### src/hdl/mbps_pkg.sv
// ----------------------------------------------------------------------------
// mbps_pkg
// Shared types and constants for the masked byte pattern scanner.
// ----------------------------------------------------------------------------
`default_nettype none

package mbps_pkg;

  localparam int MAX_PATTERN_DEF = 64;

  localparam int CFG_W    = 7;
  localparam int ENTRY_IW = 6;
  localparam int BYTE_W   = 8;
  localparam int POS_W    = 32;

  localparam logic [POS_W-1:0] POS_MAX = '1;

  // item function codes
  typedef enum logic {
    FUNC_WRITE = 1'b0,
    FUNC_SCAN  = 1'b1
  } func_t;

endpackage : mbps_pkg

`default_nettype wire

### src/hdl/mbps_if.sv
// ----------------------------------------------------------------------------
// mbps_if
// Valid/ready channels of the masked byte pattern scanner: input items,
// results and the pattern length register write.
// ----------------------------------------------------------------------------
`default_nettype none

interface mbps_item_if
  import mbps_pkg::*;
();
  logic                valid;
  logic                ready;
  func_t               func;
  logic [ENTRY_IW-1:0] entry_index;
  logic [BYTE_W-1:0]   entry_value;
  logic                entry_care;
  logic [BYTE_W-1:0]   scan_byte;
  logic                last_byte;

  modport source (output valid, func, entry_index, entry_value, entry_care,
                  scan_byte, last_byte, input ready);
  modport sink   (input valid, func, entry_index, entry_value, entry_care,
                  scan_byte, last_byte, output ready);
endinterface : mbps_item_if

interface mbps_result_if
  import mbps_pkg::*;
();
  logic             valid;
  logic             ready;
  logic             found;
  logic [POS_W-1:0] match_offset;

  modport source (output valid, found, match_offset, input ready);
  modport sink   (input valid, found, match_offset, output ready);
endinterface : mbps_result_if

interface mbps_cfg_if
  import mbps_pkg::*;
();
  logic             valid;
  logic             ready;
  logic [CFG_W-1:0] data;

  modport source (output valid, data, input ready);
  modport sink   (input valid, data, output ready);
endinterface : mbps_cfg_if

`default_nettype wire

### src/hdl/masked_byte_pattern_scan.sv
// ----------------------------------------------------------------------------
// masked_byte_pattern_scan
// Wildcard byte signature scan: shift-and match of a byte stream against a
// loaded pattern of byte values with per-entry care bits.
// ----------------------------------------------------------------------------
// output: a result is in the output register in the cycle after its byte
// throughput: one item per cycle; all pattern cells update in parallel in
//   the cycle the byte is accepted, stalls only while a result waits unread
// reset: synchronous; clears partial matches, position, found flag, output
//   valid and sets pattern length to 1; pattern entries hold until written
`default_nettype none

module masked_byte_pattern_scan
  import mbps_pkg::*;
#(
  parameter int MAX_PATTERN = MAX_PATTERN_DEF
) (
  input  wire logic     clk,
  input  wire logic     rst,
  mbps_cfg_if.sink      cfg,
  mbps_item_if.sink     item,
  mbps_result_if.source result
);

  localparam int IDX_W = (MAX_PATTERN > 1) ? $clog2(MAX_PATTERN) : 1;

  logic [CFG_W-1:0]       pattern_length;
  logic [BYTE_W-1:0]      pattern_value [MAX_PATTERN];
  logic                   pattern_care  [MAX_PATTERN];
  logic [MAX_PATTERN-1:0] partial_match;
  logic [POS_W-1:0]       byte_position;
  logic                   found_flag;

  logic                   res_valid;
  logic                   res_found;
  logic [POS_W-1:0]       res_offset;

  logic                   accept;
  logic                   scan_go;
  logic [MAX_PATTERN-1:0] hit;
  logic [MAX_PATTERN-1:0] partial_match_next;
  logic [POS_W-1:0]       len_m1;
  logic                   full_match;
  logic                   emit;
  logic [IDX_W-1:0]       wr_idx;
  logic                   wr_ok;

  assign cfg.ready  = 1'b1;
  assign item.ready = !res_valid || result.ready;
  assign accept     = item.valid && item.ready;
  assign scan_go    = accept && (item.func == FUNC_SCAN) && !found_flag;

  // effective length minus one: zero length acts as one, clamp to depth
  always_comb begin
    if (pattern_length == '0) begin
      len_m1 = '0;
    end else if (POS_W'(pattern_length) > POS_W'(MAX_PATTERN)) begin
      len_m1 = POS_W'(MAX_PATTERN - 1);
    end else begin
      len_m1 = POS_W'(pattern_length) - POS_W'(1);
    end
  end

  for (genvar k = 0; k < MAX_PATTERN; k++) begin : g_cell
    assign hit[k] = !pattern_care[k] || (item.scan_byte == pattern_value[k]);
    if (k == 0) begin : g_head
      assign partial_match_next[k] = hit[k];
    end else begin : g_tail
      assign partial_match_next[k] = partial_match[k-1] && hit[k];
    end
  end

  assign full_match = partial_match_next[len_m1[IDX_W-1:0]];
  assign emit       = scan_go && (full_match || item.last_byte);

  assign wr_idx = IDX_W'(item.entry_index);
  assign wr_ok  = POS_W'(item.entry_index) < POS_W'(MAX_PATTERN);

  // pattern store, no reset
  always_ff @(posedge clk) begin
    if (accept && (item.func == FUNC_WRITE) && wr_ok) begin
      pattern_value[wr_idx] <= item.entry_value;
      pattern_care[wr_idx]  <= item.entry_care;
    end
  end

  always_ff @(posedge clk) begin
    if (rst) begin
      pattern_length <= CFG_W'(1);
    end else if (cfg.valid && cfg.ready) begin
      pattern_length <= cfg.data;
    end
  end

  always_ff @(posedge clk) begin
    if (rst) begin
      partial_match <= '0;
      byte_position <= '0;
      found_flag    <= 1'b0;
    end else if (accept && (item.func == FUNC_SCAN)) begin
      if (item.last_byte) begin
        // last byte always restarts the search
        partial_match <= '0;
        byte_position <= '0;
        found_flag    <= 1'b0;
      end else if (!found_flag) begin
        partial_match <= partial_match_next;
        if (byte_position != POS_MAX) begin
          byte_position <= byte_position + POS_W'(1);
        end
        if (full_match) begin
          found_flag <= 1'b1;
        end
      end
    end
  end

  always_ff @(posedge clk) begin
    if (rst) begin
      res_valid <= 1'b0;
    end else if (emit) begin
      res_valid <= 1'b1;
    end else if (result.ready) begin
      res_valid <= 1'b0;
    end
  end

  always_ff @(posedge clk) begin
    if (emit) begin
      res_found  <= full_match;
      res_offset <= full_match ? (byte_position - len_m1) : '0;
    end
  end

  assign result.valid        = res_valid;
  assign result.found        = res_found;
  assign result.match_offset = res_offset;

endmodule : masked_byte_pattern_scan

`default_nettype wire

### src/flat_wrapper.sv
// flat-port wrapper written by rule: the top's interface ports become plain ports
module masked_byte_pattern_scan_flat import mbps_pkg::*;
#(
  parameter int MAX_PATTERN = MAX_PATTERN_DEF
)
  (clk, rst, cfg_valid, cfg_data, cfg_ready, item_valid, item_func, item_entry_index, item_entry_value, item_entry_care, item_scan_byte, item_last_byte, item_ready, result_valid, result_found, result_match_offset, result_ready);
  mbps_cfg_if cfg_i ();
  mbps_item_if item_i ();
  mbps_result_if result_i ();
  input  wire logic clk;
  input  wire logic rst;
  input wire logic [$bits(cfg_i.valid)-1:0] cfg_valid;
  input wire logic [$bits(cfg_i.data)-1:0] cfg_data;
  output wire logic [$bits(cfg_i.ready)-1:0] cfg_ready;
  input wire logic [$bits(item_i.valid)-1:0] item_valid;
  input wire logic [$bits(item_i.func)-1:0] item_func;
  input wire logic [$bits(item_i.entry_index)-1:0] item_entry_index;
  input wire logic [$bits(item_i.entry_value)-1:0] item_entry_value;
  input wire logic [$bits(item_i.entry_care)-1:0] item_entry_care;
  input wire logic [$bits(item_i.scan_byte)-1:0] item_scan_byte;
  input wire logic [$bits(item_i.last_byte)-1:0] item_last_byte;
  output wire logic [$bits(item_i.ready)-1:0] item_ready;
  output wire logic [$bits(result_i.valid)-1:0] result_valid;
  output wire logic [$bits(result_i.found)-1:0] result_found;
  output wire logic [$bits(result_i.match_offset)-1:0] result_match_offset;
  input wire logic [$bits(result_i.ready)-1:0] result_ready;
  assign cfg_i.valid = cfg_valid;
  assign cfg_i.data = cfg_data;
  assign cfg_ready = cfg_i.ready;
  assign item_i.valid = item_valid;
  assign item_i.func = item_func;
  assign item_i.entry_index = item_entry_index;
  assign item_i.entry_value = item_entry_value;
  assign item_i.entry_care = item_entry_care;
  assign item_i.scan_byte = item_scan_byte;
  assign item_i.last_byte = item_last_byte;
  assign item_ready = item_i.ready;
  assign result_valid = result_i.valid;
  assign result_found = result_i.found;
  assign result_match_offset = result_i.match_offset;
  assign result_i.ready = result_ready;
  masked_byte_pattern_scan #(.MAX_PATTERN(MAX_PATTERN)) u_core (.clk(clk), .rst(rst), .cfg(cfg_i), .item(item_i), .result(result_i));
endmodule
### config.mk
export PLATFORM = sky130hd
export DESIGN_NAME = masked_byte_pattern_scan_flat
export DESIGN_NICKNAME = d
export VERILOG_FILES = /design/src/hdl/mbps_pkg.sv /design/src/hdl/mbps_if.sv /design/src/hdl/masked_byte_pattern_scan.sv /design/src/flat_wrapper.sv
export SDC_FILE = /design/constraint.sdc
export NUM_CORES = 1
export LEC_CHECK = 0
export BUFFER_PORTS_ARGS = -buffer_cell sky130_fd_sc_hd__buf_2
export CAP_MARGIN = 20
export CORE_UTILIZATION = 40
export DETAILED_ROUTE_END_ITERATION = 8
export SYNTH_ARGS = -nofsm -noshare
export SYNTH_HDL_FRONTEND = slang
export SYNTH_SLANG_ARGS = --single-unit
### constraint.sdc
create_clock -name clk -period 5.2 [get_ports clk]
set_input_delay 0.52 -clock clk [delete_from_list [all_inputs] [get_ports clk]]
set_output_delay 0.52 -clock clk [all_outputs]
set_load 0.01 [all_outputs]
==> results.rst, run 1 <==
.. list-table::
   :header-rows: 1

   * - Metric
     - Value
   * - Max Transition Viols Final
     - 0
   * - Final clock skew
     - roughly 0.04 ns
   * - Buffer depth of the longest clock path
     - 3
   * - Sequential cell area fraction in the yosys report
     - 65.0%
   * - CP delay by family, top
     - compound AO/OA/AOI/OAI gates
   * - Maximum clock rate
     - 0.201 GHz
   * - Die area
     - about 80000 µm²
   * - Post-route minimum period
     - between 4 and 5 ns
   * - Distinct cell type count after synthesis
     - 80
   * - Crit-path max cell delay
     - 0.53 ns
   * - Routed WL
     - 79.6 mm
   * - Total power
     - 13.0 mW
   * - CTS H-tree lvls
     - 3
   * - Outcome
     - finished clean
   * - Final total negative setup slack
     - 0 ns
   * - CTS Hold Bufs
     - 0
   * - Worst-margin pin slew
     - 1.08 ns
   * - Tot GR Track Use
     - 20.3%
   * - Final standard cell count with taps included and fillers excluded
     - 3585
   * - Final setup viols
     - 0
   * - I/O pin count
     - between 70 and 80
   * - Number of port buffers
     - 71
   * - Synth-to-layout area growth
     - 13.8%
   * - DRC violation count after routing
     - 0
   * - Most instantiated flip-flop cell in the synthesis netlist
     - edfxtp_1
   * - Antenna-violating nets left
     - 0
   * - Y dimension of the die
     - 282 µm
   * - Antenna fix cells
     - 0
   * - Maximum number of pins on one net before global-route repair
     - 74
   * - Top library cells by usage in the layout, fill and taps aside
     - edfxtp_1, xnor2_1, nor2_1
   * - Detailed-router iteration count before antenna repair
     - 5
   * - TritonCTS sink count
     - about 710
   * - Global-route wire length before repair
     - 120 mm
   * - Effective utilization at floorplan
     - about two fifths
   * - Setup Slack @ Placement
     - around 0.28 ns
   * - Peak ir drop on the vdd network
     - roughly 0.25 mV
   * - Startpoint class of the critical path
     - flip-flop
   * - Setup fix buffers added after clock tree synthesis
     - 0
   * - Detail-routed net length per standard cell
     - roughly 22 µm
   * - Core footprint
     - 77500 µm²
   * - Worst path required time
     - approximately 5.7 ns
   * - Tightest Hold Check Type
     - in -> reg
   * - Average via count per standard cell
     - 5.31
   * - Fraction of registers with async set/reset
     - 0%
   * - Fin nets
     - 2553
   * - CTS tree
     - done
   * - Vias in the first global route
     - 19125
   * - Leakage Power
     - 11.1 nW
   * - Worst Path Arrival
     - 5.43 ns
   * - Root Buffer
     - clkbuf_16
   * - Final hold violations
     - 0
   * - Worst setup path class
     - reg -> reg
   * - Synth Instances
     - 2386
   * - CTS clk-pin slew, worst paths
     - 0.06 ns
   * - Flops & latches, synth
     - 713
   * - Crit-path max FO
     - 8
   * - Buf/Inv on CP
     - 2
   * - Headroom to the max-slew limit
     - between 20 and 30%
   * - Initial antenna violation count
     - 1
   * - Final core utilization
     - 46.0%
   * - First-iteration detailed-routing DRC count
     - 1498
   * - Max-Cap Viols
     - 0
   * - DR vias
     - 19053
   * - Number of buffers inserted during clock tree synthesis
     - 78
   * - Placement row count
     - a little over 100
   * - Master of the slowest instance on the critical path
     - or4bb_1
   * - Kind of capture point of the worst setup path
     - flip-flop
   * - RSZ-0062 raised after global routing
     - no
   * - Share of cells above drive strength 1
     - 10.3%
   * - Floorplan die width
     - 282 µm
   * - Summed instance area of the synthesized netlist
     - ~31000 µm²
   * - Leading cell type in the layout, fill and taps excluded
     - edfxtp_1
   * - Mean area per synthesized cell
     - 13.1 µm²
   * - Global route overflow
     - 0
   * - Clock latency reported for the late side of the worst-skew pair
     - between 0.6 and 0.7 ns
   * - Placer Congestion
     - between 0.8 and 0.9
   * - Worst-path cell chain
     - inv_1 > ha_1 > or3b_4 > o41ai_1 > o21ai_1 > inv_1 > ha_1 > nor2b_1 > o21ai_0 > nand2b_1 > a21o_1 > a31oi_2 > o22ai_1 > o41ai_2 > o211ai_1 > or4bb_1 > a31oi_1
   * - Number of enable flip-flop cells after synthesis
     - 609
   * - Crit path setup slack, layout
     - 0.232 ns
   * - CTS-repair resized insts
     - 0
   * - Post-DP HPWL
     - 46.9 mm
   * - Power density normalized to cell area
     - between 300 and 400 nW/µm²
   * - Synthesized Nets
     - 2458
   * - Period utilisation layout
     - 95.5%
   * - Inst Count DP
     - 3440
   * - Count of synthesis-stage warnings from yosys
     - 0
worst register-to-register path: stages, from the launching register on:
cell and delay, ns:
dfxtp_1 0.38, inv_1 0.13, ha_1 0.28, or3b_4 0.44, o41ai_1 0.28, o21ai_1 0.16, inv_1 0.21, ha_1 0.31
nor2b_1 0.16, o21ai_0 0.22, nand2b_1 0.14, a21o_1 0.22, a31oi_2 0.39, o22ai_1 0.17, o41ai_2 0.40, o211ai_1 0.27
or4bb_1 0.53, a31oi_1 0.15
Yosys cell counts (all sizes together) (14+ instances only):
| cell | count | area share [%] |
|---|---|---|
| a21oi | 91 | 1.5 |
| buf | 68 | 1.1 |
| clkbuf | 35 | 0.42 |
| dfxtp | 104 | 6.6 |
| edfxtp | 609 | 58 |
| ha | 34 | 1.4 |
| inv | 28 | 0.34 |
| nand2 | 103 | 1.2 |
| nand3 | 37 | 0.59 |
| nand4 | 135 | 2.7 |
| nor2 | 272 | 3.3 |
| nor3 | 27 | 0.55 |
| o21ai | 96 | 1.5 |
| o22ai | 14 | 0.28 |
| xnor2 | 535 | 15 |
| xor2 | 25 | 0.70 |
flip-flops by register name (all words and copies together), names as in the netlist:
register	count
u_core.partial_match	63
u_core.result.found	1
u_core.pattern_care	64
u_core.byte_position	32
u_core.result.valid	1
u_core.result.match_offset	32
u_core.found_flag	1
u_core.pattern_value	512
u_core.pattern_length	7
logic make-up after synthesis:
family | Yosys count | share of synthesized area [%]
xor+xnor | 560 | 15.7
compound gates | 291 | 5.73
simple gates | 646 | 9.98
fa+ha+maj | 37 | 1.50
other cells | 1 | 0.0120
flops | 713 | 65.0
mux | 7 | 0.224
buf+inv | 131 | 1.89
worst paths after layout:
path | to | startpoint | slack, ns | depth (start not counted)
min | u_core.pattern_length[4] | cfg_data[4] | 0.18 | 3
min reg2reg | u_core.partial_match[16] | u_core.partial_match[16] | 0.48 | 2
max reg2reg | u_core.result.match_offset[30] | u_core.pattern_length[0] | 0.23 | 17
max | u_core.result.match_offset[30] | u_core.pattern_length[0] | 0.23 | 17
through the flow:
stage	hold WS, ns	cell area (µm²)
after floorplan	0.446	31300
after global placement	0.456	33000
after detailed placement	0.465	33000
after CTS	0.151	35600
after global routing	0.169	35700
final	0.176	35700
power by group:
part	internal (mW)	switching, mW	total (mW)	leakage [nW]
Sequential	6.27	0.0190	6.29	6.33
Clock	3.40	2.28	5.67	1.29
Combinational	0.340	0.664	1.00	3.48
per-layer routing:
| metal | routed length [µm] | track usage [%] |
|---|---|---|
| met2 | 37800 | 33.3 |
| met1 | 35600 | 27.9 |
| met4 | 2200 | 6.08 |
| met5 | 13 | 0 |
| met3 | 4020 | 2.78 |
layout make-up:
class | instances | area [µm²]
Tap cell | 1040 | 1300
Clock buffer | 108 | 2180
Timing Repair Buffer | 118 | 828
Sequential cell | 713 | 20400
Fill cell | 6878 | 41800
Multi-Input combinational cell | 1542 | 10400
Inverter | 28 | 108
Clock inverter | 36 | 465
No activity file was read; power rests on OpenSTA's default activity.
==> run 2: changes to the inputs <==
CORE_ASPECT_RATIO = 0.9   (was default)
MAX_ROUTING_LAYER = met4   (was default)
==> results.rst, run 2 (same netlist as run 1, synthesis figures left out) <==
.. list-table::
   :header-rows: 1

   * - Metric
     - Value
   * - Kind of capture point of the worst setup path
     - flip-flop (unchanged)
   * - Global route overflow
     - 0 (unchanged)
   * - Comb power frac
     - 8.1% (was 7.7%)
   * - Root Buffer
     - clkbuf_16 (unchanged)
   * - Crit-path max FO
     - 9 (was 8)
   * - Effective utilization at floorplan
     - 40.8% (was 40.4%)
   * - Multi-input gate area in the final layout
     - 10400 µm² (about the same)
   * - Power density normalized to cell area
     - 351 nW/µm² (was 364 nW/µm²)
   * - Final hold violations
     - 0 (unchanged)
   * - Share of cells above drive strength 1
     - 10.4% (was 10.3%)
   * - Sw Share
     - 23.2% (was 22.8%)
   * - Die area
     - 79500 µm² (about the same)
   * - Final clock skew
     - 0.0290 ns (was 0.0398 ns)
   * - Period utilisation layout
     - 92.9% (was 95.5%)
   * - Leading cell type in the layout, fill and taps excluded
     - edfxtp_1 (unchanged)
   * - Average via count per standard cell
     - 5.30 (was 5.31)
   * - Post-route minimum period
     - 4.83 ns (was 4.97 ns)
   * - RSZ-0062 raised after global routing
     - no (unchanged)
   * - Final setup viols
     - 0 (unchanged)
   * - Crit path setup slack, layout
     - 0.367 ns (was 0.232 ns)
   * - CTS Hold Bufs
     - 0 (unchanged)
   * - Layout fillers
     - 6814 (was 6878)
   * - Leakage Power
     - 11.0 nW (was 11.1 nW)
   * - Number of buffers inserted during clock tree synthesis
     - 74 (was 78)
   * - Synth-to-layout area growth
     - 13.2% (was 13.8%)
   * - CTS tree
     - done (unchanged)
   * - Headroom to the max-slew limit
     - 29.0% (was 28.3%)
   * - FF+latch area
     - 20400 µm² (unchanged)
   * - Worst setup path class
     - reg -> reg (unchanged)
   * - Global-route wire length before repair
     - 119 mm (was 120 mm)
   * - Register share of total power
     - 50.5% (was 48.5%)
   * - I/O pin count
     - 73 (unchanged)
   * - Floorplan die width
     - 297 µm (was 282 µm)
   * - Core footprint
     - 76900 µm² (was 77500 µm²)
   * - Startpoint class of the critical path
     - flip-flop (unchanged)
   * - Master of the slowest instance on the critical path
     - or4b_1 (was or4bb_1)
   * - Placer Congestion
     - 0.875 (was 0.848)
   * - Largest register FFs
     - 512 (unchanged)
   * - Buffer depth of the longest clock path
     - 3 (unchanged)
   * - Worst path required time
     - 5.65 ns (was 5.66 ns)
   * - CTS-repair resized insts
     - 0 (unchanged)
   * - TritonCTS sink count
     - 713 (unchanged)
   * - CTS H-tree lvls
     - 3 (unchanged)
   * - Peak ir drop on the vdd network
     - 0.272 mV (was 0.254 mV)
   * - Antenna-violating nets left
     - 0 (unchanged)
   * - Net switching power
     - 2.89 mW (was 2.96 mW)
   * - DRC violation count after routing
     - 0 (unchanged)
   * - Leading registers by flop count
     - u_core.pattern_value x512, u_core.pattern_care x64, u_core.partial_match x63 (unchanged)
   * - Y dimension of the die
     - 268 µm (was 282 µm)
   * - Tot GR Track Use
     - 20.6% (was 20.3%)
   * - First-iteration detailed-routing DRC count
     - 1673 (was 1498)
   * - Final core utilization
     - 46.1% (was 46.0%)
   * - Placement row count
     - 96 (was 102)
   * - CTS clk-pin slew, worst paths
     - 0.06 ns (about the same)
   * - Maximum clock rate
     - 0.207 GHz (was 0.201 GHz)
   * - Crit-path max cell delay
     - 0.54 ns (was 0.53 ns)
   * - Final total negative setup slack
     - 0 ns (unchanged)
   * - Max Transition Viols Final
     - 0 (unchanged)
   * - Worst Path Arrival
     - 5.28 ns (was 5.43 ns)
   * - Initial antenna violation count
     - 4 (was 1)
   * - Worst-path cell chain
     - inv_1 > ha_1 > or3b_4 > nor3_4 > maj3_1 > inv_2 > ha_1 > fa_1 > nor2b_1 > o21ai_0 > nand2b_1 > a21o_1 > a31oi_4 > o22ai_1 > o41ai_2 > o211ai_1 > or4b_1 > a41oi_2 (was inv_1 > ha_1 > or3b_4 > o41ai_1 > o21ai_1 > inv_1 > ha_1 > nor2b_1 > o21ai_0 > nand2b_1 > a21o_1 > a31oi_2 > o22ai_1 > o41ai_2 > o211ai_1 > or4bb_1 > a31oi_1)
   * - Post-DP HPWL
     - 48.1 mm (was 46.9 mm)
   * - Number of port buffers
     - 71 (unchanged)
   * - Maximum number of pins on one net before global-route repair
     - 74 (unchanged)
   * - Vias in the first global route
     - 18859 (was 19125)
   * - Fin nets
     - 2557 (was 2553)
   * - Worst-margin pin slew
     - 1.06 ns (was 1.08 ns)
   * - DR vias
     - 18964 (was 19053)
   * - Detailed-router iteration count before antenna repair
     - 6 (was 5)
   * - Setup Slack @ Placement
     - 0.266 ns (was 0.277 ns)
   * - Max-Cap Viols
     - 0 (unchanged)
   * - Outcome
     - finished clean (unchanged)
   * - Top library cells by usage in the layout, fill and taps aside
     - edfxtp_1, xnor2_1, nor2_1 (unchanged)
   * - Clock latency reported for the late side of the worst-skew pair
     - 0.62 ns (was 0.64 ns)
   * - Clk network pwr share
     - 41.4% (was 43.8%)
   * - Detail-routed net length per standard cell
     - 22.2 µm (about the same)
   * - Routed WL
     - 79.3 mm (was 79.6 mm)
   * - Internal power
     - 9.56 mW (was 10.0 mW)
   * - Top cell by count, worst path
     - ha_1
   * - Setup fix buffers added after clock tree synthesis
     - 0 (unchanged)
   * - Tightest Hold Check Type
     - in -> reg (unchanged)
   * - Register with the highest flop count
     - u_core.pattern_value (unchanged)
[run 2: layer usage]
metal | global-route usage (%) | wire length, µm | vias to the layer above
met5 | - | 0 | -
met3 | 3.22 | 5110 | 132
met1 | 27.9 | 35600 | 9422
met4 | 6.30 | 2150 | 0
met2 | 32.0 | 36400 | 582
li1 | - | - | 8828
[run 2: final timing paths]
check | startpoint | endpoint | slack [ns] | cells after the start
max | u_core.pattern_length[0] | u_core.result.match_offset[28] | 0.37 | 18
min | cfg_data[0] | u_core.pattern_length[0] | 0.20 | 3
max reg2reg | u_core.pattern_length[0] | u_core.result.match_offset[28] | 0.37 | 18
min reg2reg | u_core.partial_match[2] | u_core.partial_match[2] | 0.48 | 2
[run 2: per-stage QoR]
| step | total power, mW | area (µm²) | cells | hold slack [ns] |
|---|---|---|---|---|
| after floorplan | 7.04 | 31300 | 2386 | 0.446 |
| after global placement | 7.41 | 33100 | 3438 | 0.465 |
| after detailed placement | 7.42 | 33100 | 3438 | 0.472 |
| after CTS | 12.5 | 35500 | 3574 | 0.136 |
| after global routing | 12.8 | 35500 | 3575 | 0.174 |
| final | 12.5 | 35500 | 3577 | 0.198 |
[run 2: final cells by class]
class / count / share of cell area, %
Sequential cell: 713 / 57.4
Multi-Input combinational cell: 1542 / 29.3
Antenna cell: 3 / 0.0212
Timing Repair Buffer: 126 / 2.65
Inverter: 28 / 0.303
Tap cell: 1029 / 3.63
Clock inverter: 36 / 0.822
Clock buffer: 100 / 5.81
[run 2: critical path, delay by kind of cell, from the launching register on]
kind	cells	cell delay, ns
fa+ha+maj	4	1.16
flops	1	0.46
compound gates	7	1.67
simple gates	5	1.07
buf+inv	2	0.31
[run 2: power by group through the flow]
stage	registers (mW)	logic (mW)	clock network (mW)
2_1_floorplan	6.42	0.623	0
3_3_place_gp	6.41	1.00	0
3_5_place_dp	6.41	1.01	0
4_1_cts	6.29	1.02	5.24
5_1_grt	6.29	1.10	5.45
6_report	6.29	1.01	5.16
